**src/design/ttad_pkg.sv**
```systemverilog
// shared types and constants for the terrain tile attribute decoder
package ttad_pkg;

    localparam int unsigned LEVELS = 4;
    localparam int unsigned SIZE_X = 64;
    localparam int unsigned SIZE_Z = 64;

    localparam int unsigned LVL_W = (LEVELS > 1) ? $clog2(LEVELS) : 1;
    localparam int unsigned X_W   = (SIZE_X > 1) ? $clog2(SIZE_X) : 1;
    localparam int unsigned Z_W   = (SIZE_Z > 1) ? $clog2(SIZE_Z) : 1;

    localparam int unsigned LEVEL_OUT_W = 2;
    localparam int unsigned X_OUT_W     = 6;
    localparam int unsigned Z_OUT_W     = 6;
    localparam int unsigned HEIGHT_W    = 8;
    localparam int unsigned IDENT_W     = 16;
    localparam int unsigned CODE_W      = 6;
    localparam int unsigned SHAPE_W     = 4;
    localparam int unsigned ROT_W       = 2;
    localparam int unsigned SET_W       = 6;
    localparam int unsigned BYTE_W      = 8;
    localparam int unsigned WORD_W      = 16;

    localparam logic [WORD_W-1:0] CODE_END      = 16'd0;
    localparam logic [WORD_W-1:0] CODE_HEIGHT   = 16'd1;
    localparam logic [WORD_W-1:0] CODE_OVL_BASE = 16'd2;
    localparam logic [WORD_W-1:0] CODE_OVL_MAX  = 16'd49;
    localparam logic [WORD_W-1:0] CODE_SET_MAX  = 16'd81;

    // last declared field (tile_level) in the lowest bits
    typedef struct packed {
        logic [IDENT_W-1:0]     underlay_ident;
        logic [SET_W-1:0]       tile_settings;
        logic [ROT_W-1:0]       overlay_rotation;
        logic [SHAPE_W-1:0]     overlay_shape;
        logic [CODE_W-1:0]      attr_code;
        logic [IDENT_W-1:0]     overlay_ident;
        logic [HEIGHT_W-1:0]    raw_height;
        logic [Z_OUT_W-1:0]     tile_z;
        logic [X_OUT_W-1:0]     tile_x;
        logic [LEVEL_OUT_W-1:0] tile_level;
    } t_tile_rec;

    localparam int unsigned TDATA_W = $bits(t_tile_rec);

    typedef struct packed {
        logic      valid;
        logic      last;
        t_tile_rec rec;
    } t_tile_out;

    typedef enum logic [4:0] {
        PH_ATTR_FIRST  = 5'b00001,
        PH_ATTR_SECOND = 5'b00010,
        PH_HEIGHT      = 5'b00100,
        PH_OVL_FIRST   = 5'b01000,
        PH_OVL_SECOND  = 5'b10000
    } t_phase;

endpackage

```
**src/design/ttad_input_stage.sv**
```systemverilog
// input byte register of the terrain tile attribute decoder
module ttad_input_stage (
    input  logic                        i_clk,
    input  logic                        i_rst_n,
    input  logic                        i_tvalid,
    output logic                        o_tready,
    input  logic [ttad_pkg::BYTE_W-1:0] i_tdata,
    input  logic                        i_take,
    output logic                        o_valid,
    output logic [ttad_pkg::BYTE_W-1:0] o_byte
);
    import ttad_pkg::*;

    logic              r_valid;
    logic [BYTE_W-1:0] r_byte;

    assign o_tready = !r_valid || i_take;
    assign o_valid  = r_valid;
    assign o_byte   = r_byte;

    always_ff @(posedge i_clk) begin
        if (!i_rst_n) begin
            r_valid <= 1'b0;
        end else if (o_tready) begin
            r_valid <= i_tvalid;
        end
    end

    always_ff @(posedge i_clk) begin
        if (o_tready && i_tvalid) begin
            r_byte <= i_tdata;
        end
    end

endmodule

```
**src/design/ttad_parser.sv**
```systemverilog
// attribute parse state, tile fields and tile walk position
module ttad_parser (
    input  logic                        i_clk,
    input  logic                        i_rst_n,
    input  logic                        i_valid,
    input  logic [ttad_pkg::BYTE_W-1:0] i_byte,
    input  logic                        i_attr_wide,
    output ttad_pkg::t_tile_out         o_res
);
    import ttad_pkg::*;

    t_phase              r_phase, n_phase;
    logic [BYTE_W-1:0]   r_latch, n_latch;
    logic [LVL_W-1:0]    r_lvl, n_lvl;
    logic [X_W-1:0]      r_x, n_x;
    logic [Z_W-1:0]      r_z, n_z;
    logic [HEIGHT_W-1:0] r_height, n_height;
    logic [IDENT_W-1:0]  r_overlay, n_overlay;
    logic [CODE_W-1:0]   r_code, n_code;
    logic [SHAPE_W-1:0]  r_shape, n_shape;
    logic [ROT_W-1:0]    r_rot, n_rot;
    logic [SET_W-1:0]    r_settings, n_settings;
    logic [IDENT_W-1:0]  r_underlay, n_underlay;

    logic                w_apply;
    logic                w_finish;
    logic                w_last;
    logic [WORD_W-1:0]   w_code;
    logic [WORD_W-1:0]   w_ovl_off;
    logic [HEIGHT_W-1:0] w_height;

    assign w_code    = (r_phase == PH_ATTR_SECOND) ? {r_latch, i_byte}
                                                   : {{(WORD_W-BYTE_W){1'b0}}, i_byte};
    assign w_ovl_off = w_code - CODE_OVL_BASE;
    assign w_height  = (r_phase == PH_HEIGHT) ? i_byte : r_height;
    assign w_last    = (r_lvl == LVL_W'(LEVELS - 1)) && (r_x == X_W'(SIZE_X - 1))
                    && (r_z == Z_W'(SIZE_Z - 1));

    always_comb begin
        n_phase    = r_phase;
        n_latch    = r_latch;
        n_lvl      = r_lvl;
        n_x        = r_x;
        n_z        = r_z;
        n_height   = r_height;
        n_overlay  = r_overlay;
        n_code     = r_code;
        n_shape    = r_shape;
        n_rot      = r_rot;
        n_settings = r_settings;
        n_underlay = r_underlay;
        w_apply    = 1'b0;
        w_finish   = 1'b0;

        if (i_valid) begin
            case (r_phase)
                PH_ATTR_FIRST: begin
                    if (i_attr_wide) begin
                        n_latch = i_byte;
                        n_phase = PH_ATTR_SECOND;
                    end else begin
                        w_apply = 1'b1;
                    end
                end
                PH_ATTR_SECOND: begin
                    w_apply = 1'b1;
                end
                PH_HEIGHT: begin
                    w_finish = 1'b1;
                end
                PH_OVL_FIRST: begin
                    if (i_attr_wide) begin
                        n_latch = i_byte;
                        n_phase = PH_OVL_SECOND;
                    end else begin
                        n_overlay = {{(IDENT_W-BYTE_W){1'b0}}, i_byte};
                        n_phase   = PH_ATTR_FIRST;
                    end
                end
                PH_OVL_SECOND: begin
                    n_overlay = {r_latch, i_byte};
                    n_phase   = PH_ATTR_FIRST;
                end
                default: begin
                    n_phase = PH_ATTR_FIRST;
                end
            endcase

            if (w_apply) begin
                n_phase = PH_ATTR_FIRST;
                if (w_code == CODE_END) begin
                    w_finish = 1'b1;
                end else if (w_code == CODE_HEIGHT) begin
                    n_phase = PH_HEIGHT;
                end else if (w_code <= CODE_OVL_MAX) begin
                    n_code  = CODE_W'(w_code);
                    n_shape = SHAPE_W'(w_ovl_off >> 2);
                    n_rot   = ROT_W'(w_ovl_off);
                    n_phase = PH_OVL_FIRST;
                end else if (w_code <= CODE_SET_MAX) begin
                    n_settings = SET_W'(w_code - CODE_OVL_MAX);
                end else begin
                    n_underlay = w_code - CODE_SET_MAX;
                end
            end

            if (w_finish) begin
                n_phase    = PH_ATTR_FIRST;
                n_height   = '0;
                n_overlay  = '0;
                n_code     = '0;
                n_shape    = '0;
                n_rot      = '0;
                n_settings = '0;
                n_underlay = '0;
                if (w_last) begin
                    n_lvl = '0;
                    n_x   = '0;
                    n_z   = '0;
                end else if (r_z != Z_W'(SIZE_Z - 1)) begin
                    n_z = r_z + 1'b1;
                end else begin
                    n_z = '0;
                    if (r_x != X_W'(SIZE_X - 1)) begin
                        n_x = r_x + 1'b1;
                    end else begin
                        n_x   = '0;
                        n_lvl = r_lvl + 1'b1;
                    end
                end
            end
        end
    end

    always_comb begin
        o_res.valid                = w_finish;
        o_res.last                 = w_last;
        o_res.rec.tile_level       = LEVEL_OUT_W'(r_lvl);
        o_res.rec.tile_x           = X_OUT_W'(r_x);
        o_res.rec.tile_z           = Z_OUT_W'(r_z);
        o_res.rec.raw_height       = w_height;
        o_res.rec.overlay_ident    = r_overlay;
        o_res.rec.attr_code        = r_code;
        o_res.rec.overlay_shape    = r_shape;
        o_res.rec.overlay_rotation = r_rot;
        o_res.rec.tile_settings    = r_settings;
        o_res.rec.underlay_ident   = r_underlay;
    end

    always_ff @(posedge i_clk) begin
        if (!i_rst_n) begin
            r_phase    <= PH_ATTR_FIRST;
            r_latch    <= '0;
            r_lvl      <= '0;
            r_x        <= '0;
            r_z        <= '0;
            r_height   <= '0;
            r_overlay  <= '0;
            r_code     <= '0;
            r_shape    <= '0;
            r_rot      <= '0;
            r_settings <= '0;
            r_underlay <= '0;
        end else begin
            r_phase    <= n_phase;
            r_latch    <= n_latch;
            r_lvl      <= n_lvl;
            r_x        <= n_x;
            r_z        <= n_z;
            r_height   <= n_height;
            r_overlay  <= n_overlay;
            r_code     <= n_code;
            r_shape    <= n_shape;
            r_rot      <= n_rot;
            r_settings <= n_settings;
            r_underlay <= n_underlay;
        end
    end

endmodule

```
**src/design/ttad_output_stage.sv**
```systemverilog
// result word register of the terrain tile attribute decoder
module ttad_output_stage (
    input  logic                         i_clk,
    input  logic                         i_rst_n,
    input  ttad_pkg::t_tile_out          i_res,
    output logic                         o_free,
    output logic                         o_tvalid,
    input  logic                         i_tready,
    output logic [ttad_pkg::TDATA_W-1:0] o_tdata,
    output logic                         o_tlast
);
    import ttad_pkg::*;

    logic      r_valid;
    logic      r_last;
    t_tile_rec r_rec;

    assign o_free   = !r_valid || i_tready;
    assign o_tvalid = r_valid;
    assign o_tdata  = r_rec;
    assign o_tlast  = r_last;

    always_ff @(posedge i_clk) begin
        if (!i_rst_n) begin
            r_valid <= 1'b0;
        end else if (o_free) begin
            r_valid <= i_res.valid;
        end
    end

    always_ff @(posedge i_clk) begin
        if (o_free && i_res.valid) begin
            r_rec  <= i_res.rec;
            r_last <= i_res.last;
        end
    end

endmodule

```
**src/design/terrain_tile_attribute_decoder.sv**
```systemverilog
// a tile's last byte waits in the input byte register, its word then in the output word register
// throughput: one byte per cycle, held back only when the output word register is full
// a tile of n bytes gives one word; the parse state is updated in the single decode pass
// reset (synchronous, active low) clears both registers, parse state, tile fields and walk
// position; attr_wide returns to 1
module terrain_tile_attribute_decoder (
    input  logic                         i_clk,
    input  logic                         i_rst_n,
    input  logic                         i_cfg_valid,
    output logic                         o_cfg_ready,
    input  logic                         i_cfg_data,      // attr_wide
    input  logic                         s_axis_tvalid,
    output logic                         s_axis_tready,
    input  logic [ttad_pkg::BYTE_W-1:0]  s_axis_tdata,    // in_byte
    output logic                         m_axis_tvalid,
    input  logic                         m_axis_tready,
    // tile_level, tile_x, tile_z, raw_height, overlay_ident, attr_code,
    // overlay_shape, overlay_rotation, tile_settings, underlay_ident
    output logic [ttad_pkg::TDATA_W-1:0] m_axis_tdata,
    output logic                         m_axis_tlast     // last_tile
);
    import ttad_pkg::*;

    logic              r_attr_wide;
    logic              w_in_valid;
    logic [BYTE_W-1:0] w_in_byte;
    logic              w_out_free;
    logic              w_take;
    t_tile_out         w_res;

    assign o_cfg_ready = 1'b1;
    assign w_take      = w_in_valid && w_out_free;

    always_ff @(posedge i_clk) begin
        if (!i_rst_n) begin
            r_attr_wide <= 1'b1;
        end else if (i_cfg_valid) begin
            r_attr_wide <= i_cfg_data;
        end
    end

    ttad_input_stage u_input (
        .i_clk    (i_clk),
        .i_rst_n  (i_rst_n),
        .i_tvalid (s_axis_tvalid),
        .o_tready (s_axis_tready),
        .i_tdata  (s_axis_tdata),
        .i_take   (w_take),
        .o_valid  (w_in_valid),
        .o_byte   (w_in_byte)
    );

    ttad_parser u_parser (
        .i_clk       (i_clk),
        .i_rst_n     (i_rst_n),
        .i_valid     (w_take),
        .i_byte      (w_in_byte),
        .i_attr_wide (r_attr_wide),
        .o_res       (w_res)
    );

    ttad_output_stage u_output (
        .i_clk    (i_clk),
        .i_rst_n  (i_rst_n),
        .i_res    (w_res),
        .o_free   (w_out_free),
        .o_tvalid (m_axis_tvalid),
        .i_tready (m_axis_tready),
        .o_tdata  (m_axis_tdata),
        .o_tlast  (m_axis_tlast)
    );

endmodule

```
**config.mk**
```make
export PLATFORM = sky130hd
export DESIGN_NAME = terrain_tile_attribute_decoder
export DESIGN_NICKNAME = d
export VERILOG_FILES = /design/src/design/ttad_pkg.sv /design/src/design/ttad_input_stage.sv /design/src/design/ttad_parser.sv /design/src/design/ttad_output_stage.sv /design/src/design/terrain_tile_attribute_decoder.sv
export SDC_FILE = /design/constraint.sdc
export NUM_CORES = 1
export LEC_CHECK = 0
export ABC_CLOCK_PERIOD_IN_PS = 4400
export BUFFER_PORTS_ARGS = -buffer_cell sky130_fd_sc_hd__buf_2
export CORE_MARGIN = 8
export CORE_UTILIZATION = 57
export CTS_BUF_LIST = sky130_fd_sc_hd__clkbuf_16
export DETAILED_ROUTE_END_ITERATION = 10
export PLACE_DENSITY = 0.79
export SETUP_SLACK_MARGIN = 0.3
export SLEW_MARGIN = 20
export SYNTH_ARGS = -nofsm -noshare
export SYNTH_HDL_FRONTEND = slang
export SYNTH_SLANG_ARGS = --single-unit
export TNS_END_PERCENT = 50
```
**constraint.sdc**
```tcl
create_clock -name i_clk -period 4.4 [get_ports i_clk]
set_input_delay 0.66 -clock i_clk [delete_from_list [all_inputs] [get_ports i_clk]]
set_output_delay 0.66 -clock i_clk [all_outputs]
set_load 0.02 [all_outputs]
```
* After elaboration in Yosys (flattened, before gate mapping)
Cells that the tools add are included.
** Operators by class
- Add/subtract/negate cells :: 6
- Multipliers :: 0
- Div/mod/pow operators :: 0
- Magnitude comparators :: 2
- Eq/ne operators :: 20
- Shifts and indexed selects :: 0
- Muxes and demuxes :: 55
- Bitwise operators :: 0
- Reduce and logical (&&, ||, !) cells :: 25
** Operator list (count)
- $mux W16 :: 9
- $mux W6 :: 16
- $pmux W16 S2 :: 1
- $mux W5 :: 6
- $mux W4 :: 6
- $eq A16 B1 Y1 const B :: 1
- $le A16 B6 Y1 const B :: 1
- $le A16 B7 Y1 const B :: 1
- $logic_not A16 Y1 :: 1
- $mux W2 :: 8
- $sub A16 B7 Y16 const B :: 1
- $pmux W5 S3 :: 1
- $add A6 B1 Y6 const B :: 2
- $eq A6 B6 Y1 const B :: 2
- $ne A6 B6 Y1 const B :: 2
- $reduce_and A3 Y1 :: 4
- $reduce_and A6 Y1 :: 2
- $ne A2 B2 Y1 const B :: 4
- $mux W1 :: 7
- $reduce_bool A2 Y1 :: 3
- $sub A6 B2 Y6 const B :: 1
- $sub A6 B6 Y6 const B :: 1
- $eq A5 B1 Y1 const B :: 1
- $eq A5 B2 Y1 const B :: 1
- 18 further kinds :: 26
** Word-level totals
- Register bits after elaboration :: 161
- Bits in latches :: 0
- Bits in writable memories :: 0
- Memory bits (read-only) :: 0
- Input bits :: 14
- Output and inout port bits :: 76
- Logic and storage cells :: 134
- Memories kept :: 0

* Logic depth before layout (Yosys ltp)
Gate-level depths: netlist of run 1.
- Depth after elaboration :: 9
- Gate-level depth with buffers :: 10
- Mapped depth without buffers :: 8

* Hierarchy
Synthesis of run 1 repeated with hierarchy kept, for this count alone.
** Unflattened totals
- Cells, all modules :: 541
- Area total of the unflattened synthesis :: 6311.1 um^2
** By module, submodules not included
- ttad_parser :: times used 1, cells each 444, area each 3712.3 um^2, seq. area each 1521.5 um^2
- ttad_output_stage :: times used 1, cells each 78, area each 2249.7 um^2, seq. area each 2212.1 um^2
- ttad_input_stage :: times used 1, cells each 13, area each 297.8 um^2, seq. area each 260.2 um^2
- terrain_tile_attribute_decoder :: times used 1, cells each 6, area each 51.3 um^2, seq. area each 20.0 um^2

* Least setup slack after synthesis of run 1
Ideal clock, no wire load.
- Path kind :: reg-to-reg
- Start :: register u_parser.r_phase[0]
- End :: register u_parser.r_lvl[1]
- Setup time :: 0.077 ns
- Arrival :: 3.671 ns
- Required time :: 4.323 ns
- Path slack :: 0.651 ns
- Cell stages (with the launch flop) :: 11
- Buffers on the path :: 3
- Period minus slack after synthesis :: 3.749 ns
- Cells stage by stage :: dfxtp_1 > buf_4 > or3b_4 > a2111oi_4 > o21a_1 > buf_6 > o21ai_1 > buf_2 > inv_1 > nand4_1 > a21boi_0
** On the way
- Word-level cells in the longest chain between the ends :: 7
- Elaborated cells between the ends (all ways) :: 12
- Classes of those cells :: eq/ne: 3; mux: 7; reduce/logical: 2
** RTL lines
- start, declared :: line ttad_parser.sv:12 : t_phase r_phase, n_phase;
- start signal, assigned :: line ttad_parser.sv:165 : r_phase <= n_phase;
- $eq A5 B2 Y1 :: line ttad_parser.sv:32, ttad_parser.sv:56
- $mux W16 :: line ttad_parser.sv:32 : assign w_code = (r_phase == PH_ATTR_SECOND) ? {r_latch, i_byte}
- $logic_not A16 Y1 :: line ttad_parser.sv:91 : if (w_code == CODE_END) begin
- $mux W1 :: line ttad_parser.sv:91
- $mux W1 * :: line ttad_parser.sv:89 : if (w_apply) begin
- $mux W1 * :: line ttad_parser.sv:55 : if (i_valid) begin
- $reduce_and A4 Y1 (no line) *
- end signal, assigned :: line ttad_parser.sv:167 : r_lvl <= n_lvl;
- end, declared :: line ttad_parser.sv:14 : logic [LVL_W-1:0] r_lvl, n_lvl;
Every way passes the cells marked *; elsewhere a longest branch is shown, timed or not. The select of a mux whose other input is x is not followed.
A chain may end at the register's enable or synchronous reset.

* Worst setup path after layout of run 1
- Start :: register u_parser.r_phase[0]
- End :: register u_parser.r_z[1]
** On the way
- Word-level cells in the longest chain between the ends :: 7
- Elaborated cells between the ends (all ways) :: 12
- Classes of those cells :: eq/ne: 3; mux: 7; reduce/logical: 2
** RTL lines
- $eq A5 B2 Y1 :: line ttad_parser.sv:32, ttad_parser.sv:56
- $mux W16 :: line ttad_parser.sv:32
- $logic_not A16 Y1 :: line ttad_parser.sv:91
- $mux W1 :: line ttad_parser.sv:91
- $mux W1 * :: line ttad_parser.sv:89
- $mux W1 * :: line ttad_parser.sv:55
- $reduce_and A2 Y1 (no line) *
- end signal, assigned :: line ttad_parser.sv:169 : r_z <= n_z;
- end, declared :: line ttad_parser.sv:16 : logic [Z_W-1:0] r_z, n_z;
Marked as above.

==> run summary, run 1 <==
WL/cell = 18.7 µm
Yosys top cell area share = 38.0%
Worst skew pair latency = 0.42 ns
Crit path to = u_parser.r_z[1]
Fin cells = 767
DP HPWL = 9810 µm
Detailed-router iteration count before antenna repair = 5
Initial antenna violation count = 0
Crit share post-route = 81.8%
Max Slew Vio Count = 0
Hold Crit Depth = 1
Drt drc = 0
Final WL = 14300 µm
Dpl cells = 735
Crit path largest cell delay = 0.59 ns
Core Area = 10800 µm²
RR Startpoint = u_parser.r_phase[0]
Unrepaired setup endpoints after global routing = no
Top Family by Delay on Critical Path = compound AO/OA/AOI/OAI gates
Via count = 4504
Synth area leader = edfxtp_1
Synth Flop Type = edfxtp_1
Fmax = 0.278 GHz
Die width = 121 µm
Setup crit start kind = flop
Slew headroom = 44.4%
Area Growth Syn to Fin = 17.6%
Overflow after GRT = 0
Starting DRT DRC Count = 472
Synthesized area per cell = 11.7 µm²
RD Place Congestion = 0.918
Clock-pin slew on the worst setup and hold paths = 0.06 ns
Crit path from = u_parser.r_phase[0]
Period minus WS final = 3.60 ns
Post-Syn Instances = 540
Tightest Hold Check Type = in -> reg
Post-route cell area = 7440 µm²
First-pass GRT wire length = 23100 µm
Vias in the first global route = 4373
Initial core utilization = 58.3%
Post-CTS sizing = 0
Largest cells by area after synthesis = edfxtp_1 38%, dfxtp_1 25%, nand3_1 3.1%, o21ai_0 2.9%, nand2_1 2.6%
Layout cells sized above 1 = 21.7%
Setup Buffers After CTS = 0
Final antenna-violating net count = 0
Clock skew = 0.00748 ns
Count of buffers from port buffering = 88
Ys Warns = 0
Status = completed
Cell variety after synth = 60
Worst Setup End Kind = flop
I/O pin count = 90
Internal reg-to-reg setup slack = 0.80 ns
Syn Nets = 562
All-Layer GR Usage = 19.7%
H-tree levels = 4
Leak = 2.90 nW
Clk buf depth = 2
Final nets = 636
R2R Path End = u_parser.r_z[1]
Worst vdd ir = 0.310 mV
CTS tree = done
CP max-delay cell = a2111oi_4
DR vias/cell = 5.87
Num CTS Buffers = 17
Worst EP required = 4.73 ns
Synth Register Bits = 159
Largest net degree at the start of global routing = 43
Endpoints failing setup = 0
Max-Cap Viols = 0
Worst Tran Pin Value = 0.831 ns
Top cells by count, synth = 80 x edfxtp_1, 79 x dfxtp_1, 44 x nand2_1, 39 x nand3_1, 37 x o21ai_0
N_diodes = 0
Top-count cell post-synth = edfxtp_1
Root Buffer = clkbuf_16
CP cell instances = or3b_4 > a2111oi_4 > o21a_1 > o21ai_1 > inv_2 > buf_4 > nand2_1 > a21boi_0
CP bufs+invs = 2
Tot Pwr = 3.27 mW
Post-CTS Hold Fix Bufs = 0
Fill cells = 752
Fin. Hold Viols = 0
Sink Count = 159
Die Area = 14700 µm²
Sequential area share after synthesis = 63.0%
R2R depth = 8
CP max FO = 26
Post-Route Utilization = 68.6%
FFs w/ async S/R, synth = 0%
Setup CP Type = reg -> reg
Crit path depth = 8
CP Data Arrival Time = 3.92 ns
Site Rows = 38
Post-DP Area = 6810 µm²
Mapped Area = 6320 µm²
Setup TNS Final = 0 ns
Die Y = 121 µm
Number of flops mapped to enable cells by yosys = 80
PwrDens = 440 nW/µm²
## layout make-up
type	count	area, µm²	share of cell area [%]
sequential	159	3980	53.6
multi-input combinational	333	2120	28.5
timing repair buffer	94	498	6.70
clock buffer	17	425	5.72
clock inverter	15	200	2.69
tap	140	175	2.36
inverter	9	33.8	0.454
## cell usage in the layout, fill, tap and decap left out, types with 9 or more instances in the layout
cell type,n
buf_2,88
edfxtp_1,80
dfxtp_1,79
nand2_1,44
nand3_1,39
o21ai_0,37
nor2_1,18
clkbuf_16,17
and2_1,15
a21oi_1,14
nor2b_1,10
a32o_1,9
mux2i_1,9
## registers in the layout, indices dropped and copies added (netlist names)
| signal | cells |
|---|---|
| u_parser.r_lvl | 2 |
| u_parser.r_underlay | 16 |
| u_output.o_tlast | 1 |
| u_input.o_byte | 8 |
| u_parser.r_x | 6 |
| u_parser.r_settings | 6 |
| u_parser.r_z | 6 |
| u_parser.r_code | 5 |
| u_parser.r_rot | 2 |
| u_parser.r_phase | 5 |
| u_output.o_tvalid | 1 |
| u_parser.r_overlay | 16 |
| u_parser.r_latch | 8 |
| u_output.o_tdata | 71 |
| u_input.o_valid | 1 |
| r_attr_wide | 1 |
| u_parser.r_shape | 4 |
## metal layers
layer	global-route usage [%]	part of all wire, %
met1	26.0	43
met2	30.4	48
met3	5.07	7.7
met4	7.94	2.0
met5	0	0
## worst min-delay path by stage
| stage | startpoint | end | slack (ns) |
|---|---|---|---|
| floorplan | u_parser.r_overlay[0] | u_output.o_tdata[22] | 0.41 |
| global placement | u_parser.r_underlay[2] | u_output.o_tdata[58] | 0.41 |
| detailed placement | u_parser.r_overlay[14] | u_output.o_tdata[36] | 0.42 |
| CTS | s_axis_tdata[7] | u_input.o_byte[7] | 0.40 |
| global route | s_axis_tdata[7] | u_input.o_byte[7] | 0.41 |
| finish | s_axis_tdata[7] | u_input.o_byte[7] | 0.41 |
## stage by stage
step	setup WS (ns)	hold WS [ns]
after global routing	0.480	0.407
after floorplan	0.651	0.408
after detailed placement	0.847	0.417
after CTS	0.800	0.399
final	0.802	0.409
after global placement	1.03	0.413
## power by group
group	internal [mW]	switching, mW	total (mW)
Sequential	1.56	0.0315	1.59
Combinational	0.0562	0.0888	0.145
Clock	0.914	0.625	1.54
Total	2.53	0.745	3.27
## logic make-up after synthesis
logic type / after synthesis / synth area share (%)
DFF: 159 / 63.0
and+or+nand+nor: 175 / 14.4
xor gates and xnor gates: 12 / 1.66
buffers and inverters: 48 / 3.48
AOI/OAI and AO/OA: 128 / 14.4
other: 1 / 0.0593
adders and majority gates: 8 / 1.58
muxes: 9 / 1.42
No activity file was read; power rests on OpenSTA's default activity.
==> run 2, diff against run 1 <==
- ABC_CLOCK_PERIOD_IN_PS: 4400 -> 2900
- CORE_UTILIZATION: 57 -> 51
- PLACE_DENSITY: 0.79 -> 0.75
- clock period: 4.4 -> 2.9 ns (I/O delays scaled with it)
==> run 2 against run 1 <==
Compared with the run above:
- highest routed layer unchanged
- sequential power is 50% higher
- hold slack got worse by 0.23 ns
- clock power grew 31%
- utilization decreased by 5.4 points
- critical path depth down 1
- cell area rose by 2.5%
- clock-buffer cell count unchanged
- via count grew 1.0%
- clock skew grew 0.0036 ns
==> run summary, run 2 (synthesized netlist as in run 1, its figures left out) <==
Status = completed
Drt drc = 0
CP max FO = 41
Leading cell type in the layout, fill and taps excluded = buf_2
Overflow after GRT = 0
DR vias/cell = 5.57
Fin. Hold Viols = 0
Die Y = 127 µm
Final nets = 658
Largest net degree at the start of global routing = 50
Clock skew = 0.0110 ns
PwrDens = 614 nW/µm²
Sink Count = 159
Clk buf depth = 2
Count of buffers from port buffering = 88
H-tree levels = 4
First-pass GRT wire length = 22700 µm
Via count = 4551
Worst Tran Pin Value = 0.675 ns
RR Startpoint = u_parser.r_phase[0]
Setup CP Type = reg -> reg
Site Rows = 40
Core Area = 12100 µm²
Clock-pin slew on the worst setup and hold paths = 0.06 ns
Endpoints failing setup = 0
Max-Cap Viols = 0
Setup crit start kind = flop
CP cell instances = or3b_4 > a2111oi_4 > o21a_2 > buf_4 > o21ai_4 > clkinvlp_4 > buf_12
Final WL = 14300 µm
CP Data Arrival Time = 2.56 ns
Commonest non-fill, non-tap cells in the layout = 88 x buf_2, 80 x edfxtp_1, 77 x dfxtp_1, 44 x nand2_1, 39 x nand3_1
DP HPWL = 9930 µm
Crit share post-route = 84.3%
All-Layer GR Usage = 17.8%
Initial core utilization = 52.4%
Post-Route Utilization = 63.2%
Die width = 127 µm
Starting DRT DRC Count = 433
WL/cell = 17.5 µm
Area Growth Syn to Fin = 20.5%
N_diodes = 0
Period minus WS final = 2.44 ns
Met3 usage = 4.78%
Worst skew pair latency = 0.43 ns
Post-CTS Hold Fix Bufs = 0
Start point of the worst hold path = s_axis_tdata[2]
R2R Path End = u_output.o_tdata[44]
Worst hold endpoint = u_input.o_byte[2]
CP bufs+invs = 3
CTS tree = done
Tightest Hold Check Type = in -> reg
Hold Crit Depth = 1
Max FFs per register = 71
Slew headroom = 53.8%
RD Place Congestion = 0.877
Crit path largest cell delay = 0.42 ns
Worst vdd ir = 0.347 mV
Fmax = 0.409 GHz
Met1 Use GR = 23.8%
Worst Setup End Kind = flop
Num CTS Buffers = 17
Post-DP Area = 6990 µm²
I/O pin count = 90
CP max-delay cell = or3b_4
Top Family by Delay on Critical Path = compound AO/OA/AOI/OAI gates
Unrepaired setup endpoints after global routing = no
Vias in the first global route = 4353
Layout cells sized above 1 = 25.0%
Final antenna-violating net count = 0
Max Slew Vio Count = 0
GR Util met2 = 26.0%
Initial antenna violation count = 0
Leak = 2.97 nW
Internal reg-to-reg setup slack = 0.46 ns
R2R depth = 7
Detailed-router iteration count before antenna repair = 4
Root Buffer = clkbuf_16
Worst EP required = 3.01 ns
Die Area = 16200 µm²
GRT busiest layer = met2
Post-route cell area = 7620 µm²
run 2: cell count changes in the layout (fill, tap and decap cells not counted), sizes merged:
cell,change
buf,+22
clkinv,+5
inv,-4
bufinv,-2
clkinvlp,+1
run 2: what timing repair did:
| action | in CTS | in global routing |
|---|---|---|
| pin swaps | 0 | 1 |
| endpoints found under the setup margin | 46 | 60 |
| endpoints found under the hold margin | 0 | 0 |
| buffers inserted | 2 | 5 |
| gates resized for setup | 0 | 8 |
| gates cloned | 0 | 0 |
run 2: cell type report:
type	count	area (µm²)
fillers	959	4440
flip-flops and latches	159	3990
multi-input cells	333	2180
repair buffers	116	676
clock buffers	17	425
well taps	168	210
clock inverters	15	108
inverters	9	37.5
run 2: where the power goes:
part	switching [mW]	leakage, nW	total [mW]	internal [mW]
sequential	0.0276	1.44	2.39	2.37
combinational	0.165	1.26	0.270	0.105
clock	0.854	0.279	2.01	1.16
total	1.05	2.97	4.68	3.63
run 2: how the worst max path moves through the flow:
stage / startpoint / to / slack [ns] / cells after the start
CTS: u_parser.r_phase[0] / u_parser.r_lvl[0] / 0.28 / 7
global route: u_input.o_byte[1] / u_parser.r_underlay[10] / 0.32 / 9
detailed placement: u_parser.r_phase[0] / u_output.o_tdata[27] / 0.27 / 6
finish: u_parser.r_phase[0] / u_output.o_tdata[44] / 0.46 / 7
global placement: u_parser.r_phase[0] / u_output.o_tdata[43] / 0.34 / 6
floorplan: u_parser.r_phase[0] / u_output.o_tdata[0] / -0.08 / 8
run 2: through the flow:
stage               hold slack (ns)  TNS (ns)  total power [mW]  cells  worst slack [ns]
detailed placement            0.415         0              2.70    778             0.267
finish                        0.183         0              4.68    817             0.455
CTS                           0.167         0              4.69    812             0.281
global route                  0.169         0              4.82    817             0.323
global placement              0.414         0              2.69    778             0.337
floorplan                     0.408     -5.99              2.62    540           -0.0813
run 2: metal layers:
layer | wire length [µm] | up-vias
met2 | 6310 | 173
met5 | 0 | -
li1 | - | 2186
met1 | 6650 | 2170
met3 | 1010 | 22
met4 | 314 | 0
